## src/hw/rtl/sce_pkg.sv

```systemverilog
// Shared types and constants for the SenML CBOR field encoder.
// Holds the command codes, the port structs, the byte descriptor and the label table.
// No dependencies.
package sce_pkg;

   localparam int COUNT_W   = 3;
   localparam int MAX_BYTES = 6;

   typedef enum logic [3:0] {
      CMD_START_PACK   = 4'd0,
      CMD_END_PACK     = 4'd1,
      CMD_START_RECORD = 4'd2,
      CMD_END_RECORD   = 4'd3,
      CMD_TEXT_HDR     = 4'd4,
      CMD_TEXT_BYTE    = 4'd5,
      CMD_INT          = 4'd6,
      CMD_FLOAT        = 4'd7,
      CMD_BOOL         = 4'd8
   } cmd_type;

   localparam logic [7:0] CBOR_ARRAY_START = 8'h9F;
   localparam logic [7:0] CBOR_MAP_START   = 8'hBF;
   localparam logic [7:0] CBOR_BREAK       = 8'hFF;
   localparam logic [7:0] CBOR_SIZE_1      = 8'h18;
   localparam logic [7:0] CBOR_SIZE_2      = 8'h19;
   localparam logic [7:0] CBOR_MAJOR_UINT  = 8'h00;
   localparam logic [7:0] CBOR_MAJOR_TEXT  = 8'h60;
   localparam logic [7:0] CBOR_FLOAT32     = 8'hFA;
   localparam logic [7:0] CBOR_FALSE       = 8'hF4;
   localparam logic [7:0] CBOR_TRUE        = 8'hF5;

   localparam logic [7:0] LABEL_MAP [15] = '{
      8'h21, 8'h22, 8'h23, 8'h24, 8'h25, 8'h20, 8'h00, 8'h01,
      8'h02, 8'h03, 8'h04, 8'h08, 8'h05, 8'h06, 8'h07
   };

   typedef struct packed {
      logic [3:0]  cmd;
      logic [3:0]  label_index;
      logic [30:0] int_value;
      logic [30:0] text_length;
      logic [7:0]  text_byte;
      logic [31:0] float_bits;
      logic        flag_value;
   } req_type;

   typedef struct packed {
      logic [7:0] out_byte;
      logic       last;
      logic       too_large;
   } rsp_type;

   typedef struct packed {
      logic [MAX_BYTES-1:0][7:0] bytes;
      logic [COUNT_W-1:0]        count;
      logic                      too_large;
   } desc_type;

   typedef struct packed {
      logic empty;
      logic full;
   } qstat_type;

   function automatic logic [7:0] label_byte(input logic [3:0] idx);
      logic [3:0] sat;
      sat = (idx > 4'd14) ? 4'd14 : idx;
      return LABEL_MAP[sat];
   endfunction

endpackage

```

## src/hw/rtl/sce_front.sv

```systemverilog
// Front end: classifies one command into a descriptor of up to six CBOR bytes.
// Depends on sce_pkg.
module sce_front (
   input  sce_pkg::req_type  req_data,
   output sce_pkg::desc_type desc
);
   import sce_pkg::*;

   logic [7:0] label;

   function automatic desc_type sized_desc(input logic [7:0] lbl, input logic [7:0] major,
                                           input logic [30:0] v);
      desc_type d;
      d = '0;
      d.bytes[0] = lbl;
      if (|v[30:16]) begin
         d.count     = COUNT_W'(1);
         d.too_large = 1'b1;
      end else if (v[15:0] < 16'd24) begin
         d.bytes[1] = major | v[7:0];
         d.count    = COUNT_W'(2);
      end else if (v[15:8] == 8'd0) begin
         d.bytes[1] = major | CBOR_SIZE_1;
         d.bytes[2] = v[7:0];
         d.count    = COUNT_W'(3);
      end else begin
         d.bytes[1] = major | CBOR_SIZE_2;
         d.bytes[2] = v[15:8];
         d.bytes[3] = v[7:0];
         d.count    = COUNT_W'(4);
      end
      return d;
   endfunction

   assign label = label_byte(req_data.label_index);

   always_comb begin
      desc = '0;
      unique case (cmd_type'(req_data.cmd))
         CMD_START_PACK: begin
            desc.bytes[0] = CBOR_ARRAY_START;
            desc.count    = COUNT_W'(1);
         end
         CMD_END_PACK, CMD_END_RECORD: begin
            desc.bytes[0] = CBOR_BREAK;
            desc.count    = COUNT_W'(1);
         end
         CMD_START_RECORD: begin
            desc.bytes[0] = CBOR_MAP_START;
            desc.count    = COUNT_W'(1);
         end
         CMD_TEXT_HDR: begin
            desc = sized_desc(label, CBOR_MAJOR_TEXT, req_data.text_length);
         end
         CMD_TEXT_BYTE: begin
            desc.bytes[0] = req_data.text_byte;
            desc.count    = COUNT_W'(1);
         end
         CMD_INT: begin
            desc = sized_desc(label, CBOR_MAJOR_UINT, req_data.int_value);
         end
         CMD_FLOAT: begin
            desc.bytes[0] = label;
            desc.bytes[1] = CBOR_FLOAT32;
            desc.bytes[2] = req_data.float_bits[31:24];
            desc.bytes[3] = req_data.float_bits[23:16];
            desc.bytes[4] = req_data.float_bits[15:8];
            desc.bytes[5] = req_data.float_bits[7:0];
            desc.count    = COUNT_W'(6);
         end
         CMD_BOOL: begin
            desc.bytes[0] = label;
            desc.bytes[1] = req_data.flag_value ? CBOR_TRUE : CBOR_FALSE;
            desc.count    = COUNT_W'(2);
         end
         default: begin
            desc = '0;
         end
      endcase
   end

endmodule

```

## src/hw/rtl/sce_queue.sv

```systemverilog
// Descriptor queue between the front end and the byte serializer.
// Depends on sce_pkg.
module sce_queue #(
   parameter int DEPTH = 2
) (
   input  logic               clock,
   input  logic               reset,
   input  logic               push,
   input  sce_pkg::desc_type  wr_desc,
   input  logic               pop,
   output sce_pkg::desc_type  head,
   output sce_pkg::qstat_type stat
);
   import sce_pkg::*;

   localparam int PTR_W = $clog2(DEPTH);
   localparam int LVL_W = $clog2(DEPTH + 1);

   desc_type           mem_ff [DEPTH];
   logic [PTR_W-1:0]   wr_ptr_ff, wr_ptr_in;
   logic [PTR_W-1:0]   rd_ptr_ff, rd_ptr_in;
   logic [LVL_W-1:0]   level_ff,  level_in;

   always_comb begin
      wr_ptr_in = wr_ptr_ff;
      rd_ptr_in = rd_ptr_ff;
      level_in  = level_ff;
      if (push) begin
         wr_ptr_in = (wr_ptr_ff == PTR_W'(DEPTH - 1)) ? '0 : wr_ptr_ff + PTR_W'(1);
      end
      if (pop) begin
         rd_ptr_in = (rd_ptr_ff == PTR_W'(DEPTH - 1)) ? '0 : rd_ptr_ff + PTR_W'(1);
      end
      if (push && !pop) begin
         level_in = level_ff + LVL_W'(1);
      end else if (pop && !push) begin
         level_in = level_ff - LVL_W'(1);
      end
   end

   always_ff @(posedge clock) begin
      if (reset) begin
         wr_ptr_ff <= '0;
         rd_ptr_ff <= '0;
         level_ff  <= '0;
      end else begin
         wr_ptr_ff <= wr_ptr_in;
         rd_ptr_ff <= rd_ptr_in;
         level_ff  <= level_in;
      end
   end

   always_ff @(posedge clock) begin
      if (push) begin
         mem_ff[wr_ptr_ff] <= wr_desc;
      end
   end

   assign head       = mem_ff[rd_ptr_ff];
   assign stat.empty = (level_ff == '0);
   assign stat.full  = (level_ff == LVL_W'(DEPTH));

endmodule

```

## src/hw/rtl/sce_back.sv

```systemverilog
// Back end: serializes queued descriptors into one registered CBOR byte per cycle.
// Depends on sce_pkg.
module sce_back (
   input  logic               clock,
   input  logic               reset,
   input  sce_pkg::desc_type  head,
   input  sce_pkg::qstat_type stat,
   output logic               pop,
   output logic               rsp_strobe,
   output sce_pkg::rsp_type   rsp_data
);
   import sce_pkg::*;

   logic [MAX_BYTES-1:0][7:0] bytes_ff, bytes_in;
   logic [COUNT_W-1:0]        remain_ff, remain_in;
   logic                      big_ff, big_in;
   logic                      rsp_strobe_ff;
   rsp_type                   rsp_data_ff;

   assign pop = (remain_ff <= COUNT_W'(1)) && !stat.empty;

   always_comb begin
      bytes_in  = bytes_ff;
      remain_in = remain_ff;
      big_in    = big_ff;
      if (pop) begin
         bytes_in  = head.bytes;
         remain_in = head.count;
         big_in    = head.too_large;
      end else if (remain_ff != '0) begin
         bytes_in  = {8'h00, bytes_ff[MAX_BYTES-1:1]};
         remain_in = remain_ff - COUNT_W'(1);
      end
   end

   always_ff @(posedge clock) begin
      if (reset) begin
         remain_ff     <= '0;
         rsp_strobe_ff <= 1'b0;
      end else begin
         remain_ff     <= remain_in;
         rsp_strobe_ff <= (remain_ff != '0);
      end
   end

   always_ff @(posedge clock) begin
      bytes_ff              <= bytes_in;
      big_ff                <= big_in;
      rsp_data_ff.out_byte  <= bytes_ff[0];
      rsp_data_ff.last      <= (remain_ff == COUNT_W'(1));
      rsp_data_ff.too_large <= big_ff;
   end

   assign rsp_strobe = rsp_strobe_ff;
   assign rsp_data   = rsp_data_ff;

endmodule

```

## src/hw/rtl/senml_cbor_field_encoder.sv

```systemverilog
// SenML CBOR field encoder top level: front end, descriptor queue, byte serializer.
// Depends on sce_pkg, sce_front, sce_queue, sce_back.
//
// A command is taken when start is high and busy is low; commands are taken
// back to back as long as the queue of QUEUE_DEPTH pending commands has room.
// Each command then yields as many bytes on the one-byte result port as it
// encodes to: one for start, end and text byte commands, two for bool, up to
// four for int and text header, six for float, none for unknown codes. The
// sustained rate is therefore set by the output byte rate of the serializer,
// one byte per cycle. Results appear on rsp_data for one cycle with rsp_strobe
// high, the first byte after the queue, the serializer byte register and the
// output register; the receiver must take every byte as it comes.
module senml_cbor_field_encoder #(
   parameter int QUEUE_DEPTH = 2
) (
   input  logic             clock,
   input  logic             reset,
   input  logic             start,
   output logic             busy,
   input  sce_pkg::req_type req_data,
   output logic             rsp_strobe,
   output sce_pkg::rsp_type rsp_data
);
   import sce_pkg::*;

   desc_type  front_desc;
   desc_type  head;
   qstat_type q_stat;
   logic      push;
   logic      pop;

   sce_front u_front (
      .req_data (req_data),
      .desc     (front_desc)
   );

   assign busy = q_stat.full;
   assign push = start && !busy && (front_desc.count != '0);

   sce_queue #(
      .DEPTH (QUEUE_DEPTH)
   ) u_queue (
      .clock   (clock),
      .reset   (reset),
      .push    (push),
      .wr_desc (front_desc),
      .pop     (pop),
      .head    (head),
      .stat    (q_stat)
   );

   sce_back u_back (
      .clock      (clock),
      .reset      (reset),
      .head       (head),
      .stat       (q_stat),
      .pop        (pop),
      .rsp_strobe (rsp_strobe),
      .rsp_data   (rsp_data)
   );

   a_too_large_is_last: assert property (@(posedge clock) disable iff (reset)
      rsp_strobe && rsp_data.too_large |-> rsp_data.last)
      else $error("too_large set on a byte that does not end its transaction");

   a_no_gap_in_run: assert property (@(posedge clock) disable iff (reset)
      rsp_strobe && !rsp_data.last |=> rsp_strobe)
      else $error("gap inside an encoded transaction");

   a_push_fills_queue: assert property (@(posedge clock) disable iff (reset)
      push |=> !q_stat.empty)
      else $error("accepted transaction lost from the queue");

endmodule
```

## config.mk

```make
export PLATFORM = sky130hd
export DESIGN_NAME = senml_cbor_field_encoder
export DESIGN_NICKNAME = d
export VERILOG_FILES = /design/src/hw/rtl/sce_pkg.sv /design/src/hw/rtl/sce_front.sv /design/src/hw/rtl/sce_queue.sv /design/src/hw/rtl/sce_back.sv /design/src/hw/rtl/senml_cbor_field_encoder.sv
export SDC_FILE = /design/constraint.sdc
export NUM_CORES = 1
export LEC_CHECK = 0
export ABC_AREA = 1
export BUFFER_PORTS_ARGS = -buffer_cell sky130_fd_sc_hd__buf_2
export CORE_MARGIN = 3
export CORE_UTILIZATION = 56
export CTS_CLUSTER_SIZE = 14
export DETAILED_ROUTE_END_ITERATION = 12
export GPL_ROUTABILITY_DRIVEN = 0
export PLACE_DENSITY = 0.84
export SETUP_SLACK_MARGIN = 0.15
export SLEW_MARGIN = 5
export SYNTH_ARGS = -nofsm -noshare
export SYNTH_HDL_FRONTEND = slang
export SYNTH_SLANG_ARGS = --single-unit
```

## constraint.sdc

```tcl
create_clock -name clock -period 4.3 [get_ports clock]
set_input_delay 0.43 -clock clock [delete_from_list [all_inputs] [get_ports clock]]
set_output_delay 0.43 -clock clock [all_outputs]
set_load 0.1 [all_outputs]
```

==> flow_summary.json, run 1 <==
{
  "clk_latency_ps": 420,
  "synth_nets": 891,
  "cts_setup_buffers": 0,
  "power.leakage_nw": 3.949,
  "synth_compound_area_frac": 0.06590,
  "synth-seq-cells": 172,
  "synth_fa_ha_area_frac": 0.006492,
  "ys_seq_area_frac": 0.6453,
  "vias": 5995,
  "antenna_found_initial": 0,
  "pin_count": 126,
  "syn_avg_cell_area_sq_um": 9.972,
  "port_buffers": 125,
  "synth.distinct_cells": 31,
  "die_height_microns": 123.3,
  "synth_top_family_by_area": "simple AND/OR/NAND/NOR gates",
  "synth_area_sq_mm": 0.007709,
  "hold_viol_final": 0,
  "viasPerCell": 5.515,
  "finalClockSkew_ps": 10.83,
  "die_x_microns": 123.3,
  "synth-simple-area-share": 0.2245,
  "crit_arrival_ps": 2810,
  "drtIter0Drc": 699,
  "status": "finished, final reports clean",
  "core_sq_mm": 0.01335,
  "synth_edf_count": 153,
  "powerDensity_mw_per_mm2": 651.5,
  "num_rows": 42,
  "fin_crit_ps": 2514,
  "grt_usage": 0.2410,
  "cts_buffers": 17,
  "grt_pass1_vias": 5383,
  "n_fill_cell": 944,
  "finalMaxSlewViolations": 0,
  "synth-async-reset-ratio": 0,
  "crit_fanout": 93,
  "drive_gt1_frac": 0.1976,
  "drc_errors": 0,
  "first_pass_iters": 5,
  "grt_first_pass_wirelength_microns": 27660,
  "diodes": 0,
  "placed_cells": 1055,
  "fin_cells": 1087,
  "cts.clk_slew.worst_paths_ps": 60,
  "cts_tree": "built",
  "die_area_sq_mm": 0.01521,
  "yosysWarningCount": 0,
  "synthCells": 773,
  "max_slew_margin": 0.3859,
  "initial_core_util": 0.5775,
  "synth_xor_area_frac": 0.002272,
  "drtAntennaViolNets": 0,
  "rsz0062_at_grt": "no",
  "wl_per_cell_microns": 16.28,
  "start_kind": "flop",
  "syn_to_final_growth_pct": 18.34,
  "min_path_type": "in2reg",
  "grt_overflow": 0,
  "holdBufCountCts": 0,
  "critPathKind": "reg2reg",
  "finalNetCount": 1016,
  "drv_cap": 0,
  "post_cts_resized": 0,
  "min_period_over_period": 0.5846,
  "dp_hpwl_microns": 11730,
  "crit_path_end_kind": "flop",
  "synth_ff_type": "edfxtp_1",
  "muxShareOfSynthArea": 0,
  "grt_max_degree": 94,
  "finalWirelength_microns": 17690,
  "fmax_mhz": 397.8,
  "worst_pin_slew_ps": 921.1,
  "setup_viol_count_final": 0,
  "numClockSinks": 172,
  "worstPathRequired_ps": 4600,
  "max-clock-path-buffers": 2,
  "cts-root-buf": "clkbuf_16",
  "ir_worst_vdd_uv": 367.9,
  "setup_tns_ps": 0,
  "h-tree-depth": 4
}
stage by stage:
| step | utilization | setup slack, ps | total power, W | area (sq um) | hold slack [ps] |
|---|---|---|---|---|---|
| finish | 0.6834 | 1786 | 0.005943 | 9123 | 228.0 |
| global route | 0.6834 | 1542 | 0.006227 | 9123 | 221.8 |
| CTS | 0.6834 | 1797 | 0.005945 | 9123 | 220.5 |
| detailed placement | 0.6361 | 1784 | 0.004303 | 8491 | 328.5 |
| global placement | 0.6361 | 1911 | 0.004250 | 8491 | 325.9 |
| floorplan | - | 591.7 | 0.003864 | 7709 | 323.3 |
layout by cell type, fill, tap and decap left out, types with 9 or more instances in the layout:
cell type,instances
a21oi_1,16
buf_2,125
buf_4,9
clkbuf_16,17
dfxtp_1,19
edfxtp_1,153
inv_1,67
nand2_1,173
nand3_1,75
nor2_1,150
o21ai_0,20
o31ai_1,39
critical path, cell delays in order (launching register included):
cell	delay, ps
dfxtp_1	320
inv_1	80
ha_1	180
inv_1	100
a21oi_2	80
nand2_2	70
buf_4	730
ha_1	390
a21oi_1	110
o21ai_0	110
o21ai_0	170
a21oi_1	50
Yosys cell counts, types with 2 or more instances:
library cell | number | share of area
edfxtp_1 | 153 | 0.60
nor2_2 | 2 | 0.0016
o31ai_1 | 39 | 0.038
clkbuf_1 | 13 | 0.0063
buf_6 | 2 | 0.0029
a21oi_1 | 16 | 0.010
nor2_4 | 2 | 0.0029
clkinv_1 | 2 | 0.00097
nand3_1 | 75 | 0.049
nor2_8 | 2 | 0.0052
buf_4 | 2 | 0.0019
buf_2 | 10 | 0.0065
nor2_1 | 152 | 0.074
o21ai_0 | 20 | 0.013
inv_2 | 3 | 0.0015
nand4_1 | 3 | 0.0024
dfxtp_1 | 19 | 0.049
inv_1 | 67 | 0.033
xor2_1 | 2 | 0.0023
ha_1 | 4 | 0.0065
nand2_1 | 175 | 0.085
report_power, final:
part           switching, W  internal (W)  total, W
sequential         0.000122       0.00241   0.00254
clock              0.000592       0.00103   0.00162
combinational       0.00138      0.000409   0.00179
total               0.00209       0.00385   0.00594
flip-flops by register name, summed over array words and instances (netlist names), named ones only:
name,cells
u_back.big_ff,1
u_queue.mem_ff,104
u_queue.wr_ptr_ff,1
u_queue.level_ff,2
u_back.bytes_ff,48
u_back.rsp_data,10
u_back.remain_ff,3
u_queue.rd_ptr_ff,1
u_back.rsp_strobe,1
final timing paths:
kind / cells after the start / slack, ps / end / start
min: 2 / 230 / u_back.remain_ff[0]$_SDFFE_PP0P_ / reset
max: 11 / 1790 / u_queue.level_ff[1]$_SDFFE_PP0P_ / u_back.remain_ff[1]$_SDFFE_PP0P_
max reg2reg: 11 / 1790 / u_queue.level_ff[1]$_SDFFE_PP0P_ / u_back.remain_ff[1]$_SDFFE_PP0P_
min reg2reg: 0 / 340 / u_back.rsp_data[4]$_DFF_P_ / u_back.bytes_ff[2]$_DFFE_PP_
layout make-up:
class / count / area, sq um / share of cell area
Multi-Input combinational cell: 500 / 2326 / 0.2550
Tap cell: 176 / 220.2 / 0.02414
Inverter: 73 / 276.5 / 0.03031
Timing Repair Buffer: 134 / 693.2 / 0.07598
Clock buffer: 20 / 436.7 / 0.04787
Sequential cell: 172 / 4975 / 0.5453
Clock inverter: 12 / 195.2 / 0.02140
layer usage:
layer | vias up | part of all wire | wire length, microns | GRT usage
met5 | - | 0 | 0 | 0
met4 | 0 | 0.028 | 493 | 0.1038
met3 | 39 | 0.097 | 1708 | 0.05398
met2 | 336 | 0.48 | 8516 | 0.3802
met1 | 2755 | 0.39 | 6975 | 0.3240
li1 | 2865 | - | - | -
logic make-up (layout without fill, tap and decap cells):
group / Yosys count / count (layout)
buffers and inverters: 101 / 239
AO/OA/AOI/OAI: 79 / 79
XOR/XNOR: 2 / 2
adder cells (fa/ha/maj): 4 / 4
AND/OR/NAND/NOR: 415 / 415
flip-flops: 172 / 172
Note: power is estimated with default switching activity, not from simulation.
==> inputs of run 2 (changes only) <==
Clock period 4.3 ns to 2.48 ns, I/O delays scaled along.
==> run 2 against run 1 <==
  * Non-clock buffer count up 3
  * First-iteration DRC count down 4.3%
  * Worst hold slack worse by 190 ps
  * Flip-flop and latch count unchanged
  * Die area unchanged
  * Via count up 1.0%
  * Critical path depth down 1
  * Clock power up 67%
  * Combinational power up 78%
  * Global-route usage down 0.39 points
  * Sequential power up 74%
  * Highest routed layer unchanged
==> flow_summary.json, run 2 (synthesized netlist as in run 1, its figures left out) <==
{
  "timing.rr.start": "u_back.remain_ff[1]$_SDFFE_PP0P_",
  "r2r-end": "u_queue.level_ff[1]$_SDFFE_PP0P_",
  "grt_usage": 0.2371,
  "grt_first_pass_wirelength_microns": 27350,
  "worst_pin_slew_ps": 610.4,
  "finalWirelength_microns": 17620,
  "cts_tree": "built",
  "layout_common_cells": "173 x nand2_1, 153 x edfxtp_1, 149 x nor2_1, 125 x buf_2, 75 x nand3_1",
  "initial_core_util": 0.5775,
  "slowest_delay_ps": 420,
  "post_cts_resized": 0,
  "antenna_found_initial": 0,
  "hold_viol_final": 0,
  "crit_arrival_ps": 2450,
  "reg2reg_slack_ps": 340,
  "fmax_mhz": 467.7,
  "finalPower_w": 0.01030,
  "drv_cap": 0,
  "grt_max_degree": 76,
  "crit_fanout": 20,
  "max-clock-path-buffers": 2,
  "core_sq_mm": 0.01335,
  "max_slew_margin": 0.5906,
  "finalNetCount": 1019,
  "timing.final.ws_setup_ps": 341.7,
  "min_period_over_period": 0.8622,
  "viasPerCell": 5.555,
  "top_register": "u_queue.mem_ff",
  "cts.clk_slew.worst_paths_ps": 60,
  "worstPathRequired_ps": 2790,
  "critPathKind": "reg2reg",
  "powerDensity_mw_per_mm2": 1120,
  "crit_chain": "inv_1, ha_1, inv_1, a21oi_2, nand2_2, ha_1, a21oi_1, o21ai_0, o21ai_0, a21oi_1",
  "pin_count": 126,
  "slowest_stage": "ha_1",
  "min_path_type": "in2reg",
  "dp_hpwl_microns": 11430,
  "ir_worst_vdd_uv": 699.4,
  "grt_pass1_vias": 5651,
  "reg2reg_depth": 10,
  "num_rows": 42,
  "setup_tns_ps": 0,
  "cts_buffers": 17,
  "layout_commonest_cell": "nand2_1",
  "fin_crit_ps": 2138,
  "hold_ws_ps": 33.58,
  "status": "finished, final reports clean",
  "min_path_cells": 2,
  "finalMaxSlewViolations": 0,
  "drive_gt1_frac": 0.2068,
  "finalClockSkew_ps": 10.71,
  "cts-root-buf": "clkbuf_16",
  "vias": 6055,
  "grt_overflow": 0,
  "numClockSinks": 172,
  "start_kind": "flop",
  "holdBufCountCts": 0,
  "drtIter0Drc": 669,
  "power.leakage_nw": 3.972,
  "crit_path_end_kind": "flop",
  "wl_per_cell_microns": 16.17,
  "hold-path-endpoint": "u_back.rsp_strobe$_SDFF_PP0_",
  "drc_errors": 0,
  "pre_cts_slack_ps": 417.3,
  "cts_setup_buffers": 0,
  "die_area_sq_mm": 0.01521,
  "setup_viol_count_final": 0,
  "port_buffers": 125,
  "h-tree-depth": 4,
  "die_x_microns": 123.3,
  "die_height_microns": 123.3,
  "drtAntennaViolNets": 0,
  "first_pass_iters": 7,
  "syn_to_final_growth_pct": 19.23,
  "hold_start": "reset",
  "largest_reg_flops": 104,
  "diodes": 0,
  "clk_latency_ps": 430,
  "rsz0062_at_grt": "no"
}
run 2: metrics by stage:
stage,cell area (sq um),utilization,instances
after floorplan,7729,-,773
after global placement,8578,0.6427,1058
after detailed placement,8578,0.6427,1058
after CTS,9191,0.6886,1090
after global routing,9191,0.6886,1090
final,9191,0.6886,1090
run 2: layout make-up:
type | instances | area (sq um)
flip-flops and latches | 172 | 4975
fillers | 947 | 4156
multi-input cells | 500 | 2328
repair buffers | 137 | 778.2
clock buffers | 17 | 425.4
inverters | 73 | 276.5
well taps | 176 | 220.2
clock inverters | 15 | 187.7
run 2: power by group:
group	internal (W)	switching (W)
sequential	0.00418	0.000228
combinational	0.000802	0.00238
clock	0.00160	0.00110
run 2: critical path: cells and delay by family (launching register included):
family	cells	cell delay, ps
AOI/OAI and AO/OA	5	710
adders and majority gates	2	570
buffers and inverters	2	160
DFF	1	310
and+or+nand+nor	1	260
run 2: layer usage:
| metal | share of wire | GRT usage | vias to the layer above |
|---|---|---|---|
| met5 | 0 | 0 | - |
| met4 | 0.018 | 0.08581 | 0 |
| met3 | 0.091 | 0.05718 | 34 |
| met2 | 0.50 | 0.3887 | 342 |
| met1 | 0.39 | 0.3099 | 2807 |
| li1 | - | - | 2872 |
run 2: worst max-delay path by stage:
stage / from / end / depth (start not counted)
global route: u_back.remain_ff[1]$_SDFFE_PP0P_ / u_queue.level_ff[1]$_SDFFE_PP0P_ / 10
finish: u_back.remain_ff[1]$_SDFFE_PP0P_ / u_queue.level_ff[1]$_SDFFE_PP0P_ / 10
floorplan: u_queue.level_ff[1]$_SDFFE_PP0P_ / u_queue.level_ff[1]$_SDFFE_PP0P_ / 10
detailed placement: req_data[108] / u_queue.level_ff[1]$_SDFFE_PP0P_ / 11
global placement: req_data[108] / u_queue.level_ff[1]$_SDFFE_PP0P_ / 11
CTS: u_back.remain_ff[1]$_SDFFE_PP0P_ / u_queue.level_ff[1]$_SDFFE_PP0P_ / 10
